$ cat src/sv/stsc_pkg.sv
// Shared types, constants and helper functions for the source text statistics counter.
// Has no dependencies; every other file refers to it by scoped names.
`default_nettype none

package stsc_pkg;

    // Counter width, output field width and code point width
    localparam int COUNT_WIDTH = 32;
    localparam int OUT_WIDTH   = 32;
    localparam int CP_WIDTH    = 21;

    typedef logic [COUNT_WIDTH-1:0] count_t;
    typedef logic [CP_WIDTH-1:0]    code_point_t;
    typedef logic [OUT_WIDTH-1:0]   out_count_t;

    localparam count_t CNT_MAX = '1;

    // Character codes that get special treatment
    localparam code_point_t CP_CR    = 21'h00000D;
    localparam code_point_t CP_LF    = 21'h00000A;
    localparam code_point_t CP_TAB   = 21'h000009;
    localparam code_point_t CP_SPACE = 21'h000020;
    localparam code_point_t CP_SLASH = 21'h00002F;
    localparam code_point_t CP_UNDER = 21'h00005F;

    // Character classes
    typedef enum logic [2:0] {
        CLS_CR,
        CLS_LF,
        CLS_WORD,
        CLS_SPACE,
        CLS_SLASH,
        CLS_PUNCT,
        CLS_OTHER
    } char_class_t;

    // Control from the input stage to the tally
    typedef struct packed {
        logic        step;
        logic        is_end;
        char_class_t cls;
    } tally_ctrl_t;

    // The six counts of one text
    typedef struct packed {
        count_t comments;
        count_t code;
        count_t blanks;
        count_t lines;
        count_t words;
        count_t chars;
    } count_set_t;

    // Increment that sticks at the top value
    function automatic count_t sat_inc(count_t v, logic en);
        return (en && (v != CNT_MAX)) ? v + count_t'(1) : v;
    endfunction

    // Counter value saturated to the output field width
    function automatic out_count_t clip_out(count_t v);
        logic [63:0] wide;
        wide = 64'(v);
        return (wide > 64'(out_count_t'('1))) ? out_count_t'('1) : wide[OUT_WIDTH-1:0];
    endfunction

endpackage

`default_nettype wire

$ cat src/sv/source_text_statistics_counter.sv
// Source text statistics counter: one character per cycle, six counts per text.
// An accepted end item is held in the input register; when it steps, its counts go to the result register.
// Throughput: one item per cycle; an end item waits only while an earlier result is untaken.
// Reset (rst_n low, asynchronous) clears all counters, line flags and both valid stages.
// Depends on stsc_pkg, stsc_classify and stsc_tally.
`default_nettype none

module source_text_statistics_counter
(
    input  wire          clk,
    input  wire          rst_n,
    input  wire          s_axis_tvalid,
    output logic         s_axis_tready,
    input  wire [23:0]   s_axis_tdata,   // [20:0] code_point, [23:21] zero
    input  wire [0:0]    s_axis_tuser,   // [0] end_marker
    output logic         m_axis_tvalid,
    input  wire          m_axis_tready,
    output logic [191:0] m_axis_tdata    // char_total, word_total, line_total,
                                         // blank_lines, code_lines, comment_lines
                                         // (32 bits each, lowest first)
);

    logic                  in_valid_reg;
    stsc_pkg::code_point_t in_cp_reg;
    logic                  in_end_reg;

    logic                  out_valid_reg;
    logic [191:0]          out_data_reg;

    logic                  advance;
    stsc_pkg::char_class_t cls;
    stsc_pkg::tally_ctrl_t ctrl;
    stsc_pkg::count_set_t  final_counts;

    // An end item may only move on when the result register is free or its result is being taken
    assign advance       = !in_end_reg || !out_valid_reg || m_axis_tready;
    assign s_axis_tready = !in_valid_reg || advance;

    assign ctrl.step   = in_valid_reg && advance;
    assign ctrl.is_end = in_end_reg;
    assign ctrl.cls    = cls;

    stsc_classify u_classify
    (
        .code_point (in_cp_reg),
        .cls        (cls)
    );

    stsc_tally u_tally
    (
        .clk          (clk),
        .rst_n        (rst_n),
        .ctrl         (ctrl),
        .final_counts (final_counts)
    );

    // Input register
    always_ff @(posedge clk or negedge rst_n)
    begin
        if (!rst_n)
        begin
            in_valid_reg <= 1'b0;
        end
        else if (s_axis_tready)
        begin
            in_valid_reg <= s_axis_tvalid;
        end
    end

    always_ff @(posedge clk)
    begin
        if (s_axis_tready && s_axis_tvalid)
        begin
            in_cp_reg  <= s_axis_tdata[20:0];
            in_end_reg <= s_axis_tuser[0];
        end
    end

    // Result register
    always_ff @(posedge clk or negedge rst_n)
    begin
        if (!rst_n)
        begin
            out_valid_reg <= 1'b0;
        end
        else if (ctrl.step && in_end_reg)
        begin
            out_valid_reg <= 1'b1;
        end
        else if (m_axis_tready)
        begin
            out_valid_reg <= 1'b0;
        end
    end

    always_ff @(posedge clk)
    begin
        if (ctrl.step && in_end_reg)
        begin
            out_data_reg <= {stsc_pkg::clip_out(final_counts.comments),
                             stsc_pkg::clip_out(final_counts.code),
                             stsc_pkg::clip_out(final_counts.blanks),
                             stsc_pkg::clip_out(final_counts.lines),
                             stsc_pkg::clip_out(final_counts.words),
                             stsc_pkg::clip_out(final_counts.chars)};
        end
    end

    assign m_axis_tvalid = out_valid_reg;
    assign m_axis_tdata  = out_data_reg;

    // A held result blocks a following end item
    assert property (@(posedge clk) disable iff (!rst_n)
        out_valid_reg && !m_axis_tready && in_valid_reg && in_end_reg |-> !ctrl.step)
        else $error("end item overran a waiting result");

    // A stepped end item always produces a result next cycle
    assert property (@(posedge clk) disable iff (!rst_n)
        ctrl.step && in_end_reg |=> m_axis_tvalid)
        else $error("end item gave no result");

    // Character items never stall
    assert property (@(posedge clk) disable iff (!rst_n)
        in_valid_reg && !in_end_reg |-> ctrl.step && s_axis_tready)
        else $error("character item stalled");

endmodule

`default_nettype wire

$ cat src/sv/stsc_classify.sv
// Character classifier: maps one code point to its character class.
// Depends on stsc_pkg.
`default_nettype none

module stsc_classify
(
    input  wire stsc_pkg::code_point_t code_point,
    output stsc_pkg::char_class_t      cls
);

    // Range checks on the code point
    always_comb
    begin
        if (code_point == stsc_pkg::CP_CR)
        begin
            cls = stsc_pkg::CLS_CR;
        end
        else if (code_point == stsc_pkg::CP_LF)
        begin
            cls = stsc_pkg::CLS_LF;
        end
        else if ((code_point >= 21'h30 && code_point <= 21'h39) ||
                 (code_point >= 21'h41 && code_point <= 21'h5A) ||
                 (code_point >= 21'h61 && code_point <= 21'h7A) ||
                 (code_point == stsc_pkg::CP_UNDER))
        begin
            cls = stsc_pkg::CLS_WORD;
        end
        else if (code_point == stsc_pkg::CP_SPACE || code_point == stsc_pkg::CP_TAB)
        begin
            cls = stsc_pkg::CLS_SPACE;
        end
        else if (code_point == stsc_pkg::CP_SLASH)
        begin
            cls = stsc_pkg::CLS_SLASH;
        end
        else if ((code_point >= 21'h21 && code_point <= 21'h2E) ||
                 (code_point >= 21'h3A && code_point <= 21'h40) ||
                 (code_point >= 21'h5B && code_point <= 21'h60) ||
                 (code_point >= 21'h7B && code_point <= 21'h7E))
        begin
            // underscore was caught above as a word character
            cls = stsc_pkg::CLS_PUNCT;
        end
        else
        begin
            cls = stsc_pkg::CLS_OTHER;
        end
    end

endmodule

`default_nettype wire

$ cat src/sv/stsc_tally.sv
// Counters and per-line flags; updates on every stepped item but a carriage return, hands out final counts.
// Depends on stsc_pkg.
`default_nettype none

module stsc_tally
(
    input  wire                        clk,
    input  wire                        rst_n,
    input  wire stsc_pkg::tally_ctrl_t ctrl,
    output stsc_pkg::count_set_t       final_counts
);

    stsc_pkg::count_t char_reg, char_next;
    stsc_pkg::count_t word_reg, word_next;
    stsc_pkg::count_t line_reg, line_next;
    stsc_pkg::count_t blank_reg, blank_next;
    stsc_pkg::count_t code_reg, code_next;
    stsc_pkg::count_t comment_reg, comment_next;

    logic visible_reg, visible_next;
    logic word_seen_reg, word_seen_next;
    logic slash_reg, slash_next;
    logic comment_on_reg, comment_on_next;
    logic in_word_reg, in_word_next;

    logic is_comment_line;
    logic is_blank_line;

    // Counts as they stand once the current line is closed
    always_comb
    begin
        is_comment_line = !word_seen_reg && comment_on_reg;
        is_blank_line   = !is_comment_line && !visible_reg;

        final_counts.chars    = char_reg;
        final_counts.words    = stsc_pkg::sat_inc(word_reg, in_word_reg);
        final_counts.lines    = stsc_pkg::sat_inc(line_reg, 1'b1);
        final_counts.comments = stsc_pkg::sat_inc(comment_reg, is_comment_line);
        final_counts.blanks   = stsc_pkg::sat_inc(blank_reg, is_blank_line);
        final_counts.code     = stsc_pkg::sat_inc(code_reg,
                                                  !is_comment_line && !is_blank_line);
    end

    // Next state per character class
    always_comb
    begin
        char_next       = char_reg;
        word_next       = word_reg;
        line_next       = line_reg;
        blank_next      = blank_reg;
        code_next       = code_reg;
        comment_next    = comment_reg;
        visible_next    = visible_reg;
        word_seen_next  = word_seen_reg;
        slash_next      = slash_reg;
        comment_on_next = comment_on_reg;
        in_word_next    = in_word_reg;

        if (ctrl.step)
        begin
            if (ctrl.is_end)
            begin
                // counts go out, everything starts afresh
                char_next       = '0;
                word_next       = '0;
                line_next       = '0;
                blank_next      = '0;
                code_next       = '0;
                comment_next    = '0;
                visible_next    = 1'b0;
                word_seen_next  = 1'b0;
                slash_next      = 1'b0;
                comment_on_next = 1'b0;
                in_word_next    = 1'b0;
            end
            else if (ctrl.cls != stsc_pkg::CLS_CR)
            begin
                char_next = stsc_pkg::sat_inc(char_reg, 1'b1);
                case (ctrl.cls)
                    stsc_pkg::CLS_LF:
                    begin
                        word_next       = final_counts.words;
                        line_next       = final_counts.lines;
                        blank_next      = final_counts.blanks;
                        code_next       = final_counts.code;
                        comment_next    = final_counts.comments;
                        visible_next    = 1'b0;
                        word_seen_next  = 1'b0;
                        slash_next      = 1'b0;
                        comment_on_next = 1'b0;
                        in_word_next    = 1'b0;
                    end
                    stsc_pkg::CLS_WORD:
                    begin
                        if (!comment_on_reg)
                        begin
                            visible_next   = 1'b1;
                            word_seen_next = 1'b1;
                        end
                        slash_next   = 1'b0;
                        in_word_next = 1'b1;
                    end
                    stsc_pkg::CLS_SPACE:
                    begin
                        word_next    = stsc_pkg::sat_inc(word_reg, in_word_reg);
                        slash_next   = 1'b0;
                        in_word_next = 1'b0;
                    end
                    stsc_pkg::CLS_SLASH:
                    begin
                        word_next = stsc_pkg::sat_inc(word_reg, in_word_reg);
                        if (slash_reg)
                        begin
                            comment_on_next = 1'b1;
                        end
                        slash_next   = 1'b1;
                        in_word_next = 1'b0;
                    end
                    stsc_pkg::CLS_PUNCT:
                    begin
                        word_next = stsc_pkg::sat_inc(word_reg, in_word_reg);
                        if (!comment_on_reg)
                        begin
                            visible_next = 1'b1;
                        end
                        slash_next   = 1'b0;
                        in_word_next = 1'b0;
                    end
                    default:
                    begin
                        // any other character is a word of its own; a pending word is dropped
                        word_next    = stsc_pkg::sat_inc(word_reg, 1'b1);
                        slash_next   = 1'b0;
                        in_word_next = 1'b0;
                    end
                endcase
            end
        end
    end

    // State registers
    always_ff @(posedge clk or negedge rst_n)
    begin
        if (!rst_n)
        begin
            char_reg       <= '0;
            word_reg       <= '0;
            line_reg       <= '0;
            blank_reg      <= '0;
            code_reg       <= '0;
            comment_reg    <= '0;
            visible_reg    <= 1'b0;
            word_seen_reg  <= 1'b0;
            slash_reg      <= 1'b0;
            comment_on_reg <= 1'b0;
            in_word_reg    <= 1'b0;
        end
        else
        begin
            char_reg       <= char_next;
            word_reg       <= word_next;
            line_reg       <= line_next;
            blank_reg      <= blank_next;
            code_reg       <= code_next;
            comment_reg    <= comment_next;
            visible_reg    <= visible_next;
            word_seen_reg  <= word_seen_next;
            slash_reg      <= slash_next;
            comment_on_reg <= comment_on_next;
            in_word_reg    <= in_word_next;
        end
    end

    // An end item leaves every counter and flag cleared
    assert property (@(posedge clk) disable iff (!rst_n)
        ctrl.step && ctrl.is_end |=> char_reg == '0 && line_reg == '0 && word_reg == '0 &&
                                     !in_word_reg && !comment_on_reg && !visible_reg)
        else $error("tally not cleared after end item");

    // A carriage return changes nothing
    assert property (@(posedge clk) disable iff (!rst_n)
        ctrl.step && !ctrl.is_end && ctrl.cls == stsc_pkg::CLS_CR
        |=> $stable(char_reg) && $stable(word_reg) && $stable(line_reg))
        else $error("carriage return altered counts");

endmodule

`default_nettype wire

$ cat config.mk
export PLATFORM = sky130hd
export DESIGN_NAME = source_text_statistics_counter
export DESIGN_NICKNAME = d
export VERILOG_FILES = /design/src/sv/stsc_pkg.sv /design/src/sv/source_text_statistics_counter.sv /design/src/sv/stsc_classify.sv /design/src/sv/stsc_tally.sv
export SDC_FILE = /design/constraint.sdc
export NUM_CORES = 1
export LEC_CHECK = 0
export BUFFER_PORTS_ARGS = -buffer_cell sky130_fd_sc_hd__buf_2
export CAP_MARGIN = 20
export CELL_PAD_IN_SITES_DETAIL_PLACEMENT = 1
export CELL_PAD_IN_SITES_GLOBAL_PLACEMENT = 1
export CORE_ASPECT_RATIO = 0.9
export CORE_MARGIN = 3
export CORE_UTILIZATION = 47
export CTS_CLUSTER_SIZE = 20
export DETAILED_ROUTE_END_ITERATION = 6
export PLACE_DENSITY = 0.78
export SYNTH_ARGS = -nofsm -noshare
export SYNTH_HDL_FRONTEND = slang
export SYNTH_SLANG_ARGS = --single-unit
$ cat constraint.sdc
create_clock -name clk -period 9.5 [get_ports clk]
set_clock_uncertainty 0.1 [all_clocks]
set_input_delay 0.475 -clock clk [delete_from_list [all_inputs] [get_ports clk]]
set_output_delay 0.475 -clock clk [all_outputs]
set_load 0.01 [all_outputs]
Word-level counts from Yosys, hierarchy flattened. Cells that the tools add are included.

Bits in latches: 0. Bits of input ports: 29. Output and inout bits: 194. Word-level logic and storage cells: 158. ROM bits: 0. Register bits: 413. Memories: 0. Bits in writable memories: 0.

$lt $le $gt $ge: 14. Multipliers: 0. Reductions and logical operators: 52. Shifts and indexed selects: 0. Equal/unequal tests: 21. Add/sub/neg operators: 6. Divide/modulo/power cells: 0. Bitwise operators: 0. Mux-type cells: 49.

Operators by type and width (number): 32-bit two-way mux (23); 32-bit by 1-bit adder with 32-bit output (second input constant) (6); 32-bit != test (second input constant) (6); 21-bit by 7-bit less-or-equal comparator with 1-bit output (second input constant) (5); 21-bit by 7-bit greater-or-equal comparator with 1-bit output (second input constant) (4); 32-bit case mux with 2 select lines (1); 21-bit by 4-bit equality test with 1-bit output (second input constant) (3); 21-bit by 6-bit greater-or-equal comparator with 1-bit output (second input constant) (3); 21-bit by 6-bit equality test with 1-bit output (second input constant) (2); 21-bit by 6-bit less-or-equal comparator with 1-bit output (second input constant) (2); 21-bit by 7-bit equality test with 1-bit output (second input constant) (1); 1-bit logical AND (17); 1-bit two-way mux (16); 4-bit AND reduction (4); 3-bit two-way mux (5); 3-bit nonzero test (5); 1-bit logical OR (10); 2-bit nonzero test (4); 1-bit zero test (7); 3-bit by 2-bit equality test with 1-bit output (second input constant) (2); 3-bit equality test (second input constant) (2); 3-bit != test (second input constant) (2); 1-bit case mux with 2 select lines (3); 3-bit AND reduction (2); 7 further kinds (7).

Longest topological paths before layout. Gate-level depths: netlist of the first run.

Depth after elaboration: 16. Mapped depth: 11. Depth with buffers taken out: 8.

Modules after synthesis. Synthesis of the first run repeated with hierarchy kept, for this count alone.

Cell total of the unflattened synthesis: 1908. Area, all modules: 20345.8 µm².

By module, submodules not included: stsc_tally (cells each 1632, area an instance 13489.2 µm², sequential area each 4929.7 µm², instances 1); source_text_statistics_counter (cells each 224, area an instance 6532.5 µm², sequential area each 6476.2 µm², instances 1); stsc_classify (cells each 52, area an instance 324.1 µm², sequential area each 0.0 µm², instances 1).

Worst setup path after synthesis of the first run. No wires, ideal clock.

Path type: register to register. From: reg in_end_reg. To: reg out_data_reg[0], in the netlist m_axis_tdata[0] (enable). Path buffers: 2. Arrival: 6378 ps. Stages on the path, launching flop included: 7. Clock period less this slack: 7110 ps. Required time: 8769 ps. Library setup time: 631 ps. Setup slack: 2390 ps. Cell sequence: edfxtp_1 > clkbuf_1 > nand3b_1 > and2_1 > nand2_1 > inv_1 > clkbuf_1.

Longest elaborated chain between the ends: 5.

Ends and longest elaborated chain: start: declaration (RTL line source_text_statistics_counter.sv:25) `logic in_end_reg;`; start signal: assignment (RTL line source_text_statistics_counter.sv:75) `in_end_reg <= s_axis_tuser[0];`; 1-bit zero test (RTL line source_text_statistics_counter.sv:36) `assign advance = !in_end_reg || !out_valid_reg || m_axis_tready;`; 1-bit logical OR (2 in series) (RTL line source_text_statistics_counter.sv:36); 1-bit logical AND (RTL line source_text_statistics_counter.sv:39) `assign ctrl.step = in_valid_reg && advance;`; 1-bit logical AND * (RTL line source_text_statistics_counter.sv:98) `if (ctrl.step && in_end_reg)`; end signal: assignment (RTL line source_text_statistics_counter.sv:100) `out_data_reg <= {stsc_pkg::clip_out(final_counts.comments),`; end: declaration (RTL line source_text_statistics_counter.sv:28) `logic [191:0] out_data_reg;`.

Mark *: on every way between the ends. The rest lies on a longest branch, timed or not. A chain may end at the register's enable or synchronous reset.

Worst setup path in the final report of the first run.
From: reg in_end_reg. To: reg u_tally.blank_reg[9].

Longest elaborated chain between the ends: 5. Elaborated cells on any way between the ends: 8. Classes of those cells: mux: 1; reduce/logical: 7.

Ends and longest elaborated chain: 1-bit zero test (RTL line source_text_statistics_counter.sv:36); 1-bit logical OR (2 in series) (RTL line source_text_statistics_counter.sv:36); 1-bit logical AND (RTL line source_text_statistics_counter.sv:39); 3-bit AND reduction (no line); end signal: assignment (RTL line stsc_tally.sv:163) `blank_reg <= blank_next;`; end: declaration (RTL line stsc_tally.sv:16) `stsc_pkg::count_t blank_reg, blank_next;`.

Parallel ways exist; a longest one is shown, timed or not.

==> summary.md, run 1 <==
| Metric | Value |
|---|---|
| CP Launch Type | flip-flop |
| CTS tree | yes |
| Post-synthesis sequential area ratio | 56.2% |
| Post-Syn Nets | 1,941 |
| # diodes | 0 |
| Row count | 71 |
| Synth warn | 0 |
| Antenna Nets Post-Route | 0 |
| Max FFs per register | 192 |
| Minimum clock period | 3.87 ns |
| DR WL/cell | 22.0 µm |
| Asr flop ratio synth | 48.2% |
| Die height | 203 µm |
| CP max FO | 72 |
| Peak VDD IR | 142 µV |
| Grt ovf | 0 |
| Area post-placement | 21,700 µm² |
| Final Cycle Share | 40.8% |
| Final instance area | 23,500 µm² |
| CP cell instances | buf_4, inv_2, buf_4, nand3_4, buf_4, nor2_1, and4_1, a311o_1 |
| Filler Cells Inserted | 4,571 |
| CP Class | reg2reg |
| Most frequent cells in the layout | 219 x buf_2, 214 x edfxtp_1, 199 x dfrtp_1, 195 x nand2_1, 144 x xnor2_1 |
| Number of CTS-inserted buffers | 44 |
| Hold Path Class | in2reg |
| Final setup vio count | 0 |
| Critical R2R Capture | u_tally.blank_reg[9]$_DFFE_PN0P_ |
| Area contributors post-synth | edfxtp_1 32%, dfrtp_1 25%, xnor2_1 6.2% |
| Crit-path slowest cell | buf_4 |
| Worst-skew pair later-pin latency | 0.58 ns |
| Pins Over Slew Limit | 0 |
| CTS Buffer Depth | 3 |
| Register bit total from synthesis | 413 |
| Setup ws final | 5.63 ns |
| Setup crit end kind | flip-flop |
| DRC viols | 0 |
| Initial core utilization | 48.1% |
| Main synth FF type | edfxtp_1 |
| First-pass GRT wire length | 93,600 µm |
| Via density | 6.04 |
| Multi-input combinational cell area | 8210 µm² |
| Sequential Area | 11,400 µm² |
| Full die area | 45,700 µm² |
| Power Total | 4.20 mW |
| Min-delay src | s_axis_tvalid |
| Post-Syn Area | 20,300 µm² |
| RSZ-0062 raised after global routing | false |
| GRT Total Usage | 25.5% |
| Setup repair bufs after CTS | 0 |
| Layout Nets | 2,124 |
| Power Dens Cells | 179 nW/µm² |
| Area growth, synth to finish | 15.8% |
| Synth top area share | 31.7% |
| WL final | 58,700 µm |
| Crit-path max cell delay | 0.70 ns |
| Pre-CTS WS | 5.34 ns |
| Crit path DAT | 4.22 ns |
| Leakage | 9.35 nW |
| Netlist cell types | 80 |
| Worst-path clk slew | 0.06 ns |
| CTS root buffer | clkbuf_16 |
| R2R Setup Slk | 5.63 ns |
| Syn_area_per_cell | 10.6 µm² |
| Hold Crit Endpoint | in_valid_reg$_DFFE_PN0N_ |
| Setup TNS Final | 0 ns |
| EDFF count, synth | 214 |
| IO Count | 223 |
| Worst EP required | 9.85 ns |
| Max_cap viols | 0 |
| Relative slew slack | 25.8% |
| Top cell by count, worst path | buf_4 |
| Layout cell share with drive strength beyond 1 | 16.1% |
| Hold Worst Slack | 0.0594 ns |
| H-tree depth | 2 |
| DP Cell Count | 2,565 |
| Final hold violations | 0 |
| Finished Layout Cells | 2,671 |
| Status | completed |
| Fmax | 258 MHz |
| DR pass1 iterations | 5 |
| Pin count of the biggest net entering global routing | 77 |
| Die width | 225 µm |
| RePlAce Congestion | 0.847 |
| CORE AREA | 42,200 µm² |
| Initial antenna violation count | 0 |
| Worst path bufs/invs | 4 |
| PortBufs | 219 |
| Vias in the first global route | 16,600 |
| Worst-Margin Slew | 1.11 ns |
| Via count | 16,100 |
| Clk sinks | 413 |
| Critical path's top delay family | buffers and inverters |
| Initial drt markers | 1,121 |
| Hold Path Cell Cnt | 2 |
| Synth area leader | edfxtp_1 |
| Final core utilization | 55.6% |
| RR Startpoint | in_end_reg$_DFFE_PP_ |
| Most common cell after layout, fill and taps aside | buf_2 |
| Cells after Synth | 1,906 |
| Worst Reg2Reg Path Length in Cells | 8 |
| Placed wire-length estimate | 37,500 µm |
| Critical Path Start | in_end_reg$_DFFE_PP_ |
-- power by group --
group	switching, mW	internal, mW
clock network	0.739	1.06
logic	0.208	0.115
registers	0.0957	1.99
total	1.04	3.16
-- timing repair --
action,4_1_cts,5_1_grt
hold endpoints to repair,93,0
gates resized for setup,0,0
endpoints found under the setup margin,0,0
hold buffers,24,0
-- area by class of cell --
class / instances / share of cell area (%)
flip-flops and latches: 413 / 48.6
multi-input cells: 1316 / 35.0
repair buffers: 262 / 6.33
clock buffers: 60 / 5.30
well taps: 547 / 2.92
clock inverters: 21 / 1.05
inverters: 52 / 0.863
-- how the worst max path moves through the flow --
stage | endpoint | slack [ns] | depth (start not counted)
2_1_floorplan | m_axis_tdata[0]$_DFFE_PP_ | 2.39 | 6
3_3_place_gp | u_tally.word_reg[26]$_DFFE_PN0P_ | 5.56 | 7
5_1_grt | u_tally.word_reg[26]$_DFFE_PN0P_ | 5.44 | 8
6_report | u_tally.blank_reg[9]$_DFFE_PN0P_ | 5.63 | 8
3_5_place_dp | u_tally.word_reg[26]$_DFFE_PN0P_ | 5.34 | 7
4_1_cts | u_tally.word_reg[26]$_DFFE_PN0P_ | 5.32 | 7
-- cells in the mapped netlist (14+ instances only) --
cell / number
and3_1: 43
edfxtp_1: 214
and2_1: 20
nor3_1: 41
nor4_1: 28
xor2_1: 33
o21ai_0: 117
or4_1: 24
buf_2: 24
nand3_1: 110
nor2_1: 106
nand2_1: 195
dfrtp_1: 199
a22o_1: 16
a31oi_1: 34
clkbuf_1: 86
or3_1: 24
inv_1: 52
o311ai_0: 14
and4_1: 22
a21oi_1: 70
o31ai_1: 61
nand4_1: 50
xnor2_1: 144
-- kinds of logic (layout without fill, tap and decap cells) --
| logic type | count (synthesis) | in the layout | synth area share [%] |
|---|---|---|---|
| AND/OR/NAND/NOR | 721 | 721 | 18.7 |
| multiplexers | 12 | 12 | 0.617 |
| XOR/XNOR | 177 | 177 | 7.64 |
| flip-flops | 413 | 413 | 56.2 |
| buffers and inverters | 177 | 395 | 3.60 |
| adder cells (fa/ha/maj) | 6 | 6 | 0.370 |
| AO/OA/AOI/OAI | 400 | 400 | 12.8 |
-- metal layers --
metal | up-vias | wire length, µm | track usage, %
met5 | - | 0 | 0
met4 | 0 | 1570 | 8.03
met3 | 97 | 3020 | 3.99
met2 | 417 | 28200 | 41.3
met1 | 8185 | 25900 | 35.5
li1 | 7424 | - | -
No activity file was read; power rests on OpenSTA's default activity.
==> run 2, diff against run 1 <==
--- a/config.mk
+++ b/config.mk
@@ -11,10 +11,10 @@
 export CELL_PAD_IN_SITES_GLOBAL_PLACEMENT = 1
 export CORE_ASPECT_RATIO = 0.9
 export CORE_MARGIN = 3
-export CORE_UTILIZATION = 47
+export CORE_UTILIZATION = 42
 export CTS_CLUSTER_SIZE = 20
 export DETAILED_ROUTE_END_ITERATION = 6
-export PLACE_DENSITY = 0.78
+export PLACE_DENSITY = 0.73
 export SYNTH_ARGS = -nofsm -noshare
 export SYNTH_HDL_FRONTEND = slang
 export SYNTH_SLANG_ARGS = --single-unit
==> constraint.sdc (replaced) <==
create_clock -name clk -period 3.12 [get_ports clk]
set_clock_uncertainty 0.1 [all_clocks]
set_input_delay 0.156 -clock clk [delete_from_list [all_inputs] [get_ports clk]]
set_output_delay 0.156 -clock clk [all_outputs]
set_load 0.01 [all_outputs]
==> summary.md, run 2 (synthesis results as in run 1) <==
| Metric | Value |
|---|---|
| Status | completed |
| Minimum clock period | 3.02 ns (-0.854 ns) |
| Die height | 214 µm (+5.6%) |
| Placed wire-length estimate | 40,200 µm (+7.2%) |
| Setup crit end kind | flip-flop |
| Max FFs per register | 192 (unchanged) |
| Die width | 238 µm (+5.6%) |
| # diodes | 0 (unchanged) |
| CP max FO | 15 (-79%) |
| Power Total | 13.1 mW (+210%) |
| DRC viols | 0 (unchanged) |
| Final setup vio count | 0 (unchanged) |
| Relative slew slack | 25.8% (-0.040 points) |
| Pre-CTS WS | 0.0161 ns (-5.33 ns) |
| CTS tree | yes |
| Power Dens Cells | 535 nW/µm² (+200%) |
| Worst-Margin Slew | 1.11 ns (+0.000600 ns) |
| Grt ovf | 0 (unchanged) |
| DR WL/cell | 21.2 µm (-3.6%) |
| First-pass GRT wire length | 96,500 µm (+3.1%) |
| PortBufs | 219 (unchanged) |
| Setup TNS Final | 0 ns (unchanged) |
| Area growth, synth to finish | 20.4% |
| Number of CTS-inserted buffers | 46 (+4.5%) |
| Worst EP required | 3.48 ns (-6.37 ns) |
| Worst-skew pair later-pin latency | 0.58 ns (about the same) |
| Initial core utilization | 43.0% (-5.1 points) |
| Clk sinks | 413 (unchanged) |
| Layout Nets | 2,211 (+4.1%) |
| IO Count | 223 (unchanged) |
| Initial drt markers | 1,238 (+10%) |
| Most frequent cells in the layout | 218 x buf_2, 214 x edfxtp_1, 199 x dfrtp_1, 195 x nand2_1, 144 x xnor2_1 |
| Setup ws final | 0.100 ns (-5.53 ns) |
| Layout cell share with drive strength beyond 1 | 19.7% (+3.6 points) |
| Final hold violations | 0 (unchanged) |
| Hold Path Class | in2async |
| Final Cycle Share | 96.8% (+56 points) |
| CP Launch Type | flip-flop |
| Leakage | 9.85 nW (+5.4%) |
| Most common cell after layout, fill and taps aside | buf_2 |
| Row count | 75 (+5.6%) |
| CP Class | reg2reg |
| CORE AREA | 47,200 µm² (+12%) |
| Fmax | 331 MHz (+28%) |
| Full die area | 51,000 µm² (+12%) |
| Pin count of the biggest net entering global routing | 100 (+30%) |
| DR pass1 iterations | 5 (unchanged) |
| CTS Buffer Depth | 3 (unchanged) |
| Peak VDD IR | 357 µV (+150%) |
| RePlAce Congestion | 0.900 (+6.3%) |
| Worst-path clk slew | 0.06 ns (about the same) |
| Antenna Nets Post-Route | 0 (unchanged) |
| H-tree depth | 2 (unchanged) |
| Hold Worst Slack | 0.0594 ns (-0.0000245 ns) |
| Via density | 5.80 (-3.9%) |
| Vias in the first global route | 17,100 (+2.9%) |
| CTS root buffer | clkbuf_16 |
| WL final | 59,900 µm (+2.0%) |
| Pins Over Slew Limit | 0 (unchanged) |
| Max_cap viols | 0 (unchanged) |
| Initial antenna violation count | 0 (unchanged) |
| Crit path DAT | 3.38 ns (-0.84 ns) |
| GRT Total Usage | 23.4% (-2.1 points) |
| Via count | 16,400 (+1.8%) |
## run 2: path summary, 6_finish.rpt
check	from	endpoint	slack (ns)	depth (start not counted)
worst max-delay path	in_cp_reg[18]$_DFFE_PP_	u_tally.word_reg[22]$_DFFE_PN0P_	0.10	8
worst min-delay path	rst_n	u_tally.word_reg[23]$_DFFE_PN0P_	0.06	2
worst max register to register	in_cp_reg[18]$_DFFE_PP_	u_tally.word_reg[22]$_DFFE_PN0P_	0.10	8
worst min register to register	u_tally.char_reg[22]$_DFFE_PN0P_	m_axis_tdata[22]$_DFFE_PP_	0.40	0
max in group asynchronous	rst_n	u_tally.code_reg[2]$_DFFE_PN0P_	2.03	3
min in group clk	s_axis_tdata[19]	in_cp_reg[19]$_DFFE_PP_	0.20	2
## run 2: layer usage
metal  wire (µm)  vias to the layer above  part of all wire, %  GRT usage, %
met4        1270                        0                  2.1          6.43
met2       28500                      363                   47          38.2
met1       27400                     8377                   46          32.4
met3        2750                       86                  4.6          3.78
met5           0                        -                    0             0
li1            -                     7580                    -             -
## run 2: critical path, stage by stage, from the launching register on
cell and delay [ns]:
edfxtp_1 0.38, or4_1 0.67, or3_4 0.41, a211o_1 0.30, o2111ai_2 0.18, buf_4 0.20, nand3_4 0.20, and3_1 0.23
o311ai_1 0.24
## run 2: cell type report
type / instances / area, µm²
Sequential cell: 413 / 11400
Timing Repair Buffer: 347 / 2240
Multi-Input combinational cell: 1316 / 8250
Clock inverter: 23 / 285
Inverter: 52 / 203
Tap cell: 616 / 771
Clock buffer: 61 / 1260
Fill cell: 5128 / 22800
## run 2: repair_timing
action / CTS / global route
endpoints found under the hold margin: 197 / 0
gates resized for setup: 0 / 8
endpoints found under the setup margin: 2 / 25
pin swaps: 1 / 2
hold buffers: 26 / 0
setup buffers: 1 / 4
## run 2: power breakdown
| part | switching (mW) | internal [mW] | total [mW] |
|---|---|---|---|
| Combinational | 0.721 | 0.426 | 1.15 |
| Sequential | 0.243 | 6.06 | 6.30 |
| Clock | 2.28 | 3.34 | 5.62 |
## run 2: per-stage QoR
step | cell area, µm² | cells | utilization (%)
2_1_floorplan | 20300 | 1906 | -
3_3_place_gp | 22500 | 2712 | 47.7
3_5_place_dp | 22500 | 2712 | 47.7
4_1_cts | 24300 | 2823 | 51.6
5_1_grt | 24400 | 2828 | 51.7
6_report | 24400 | 2828 | 51.7
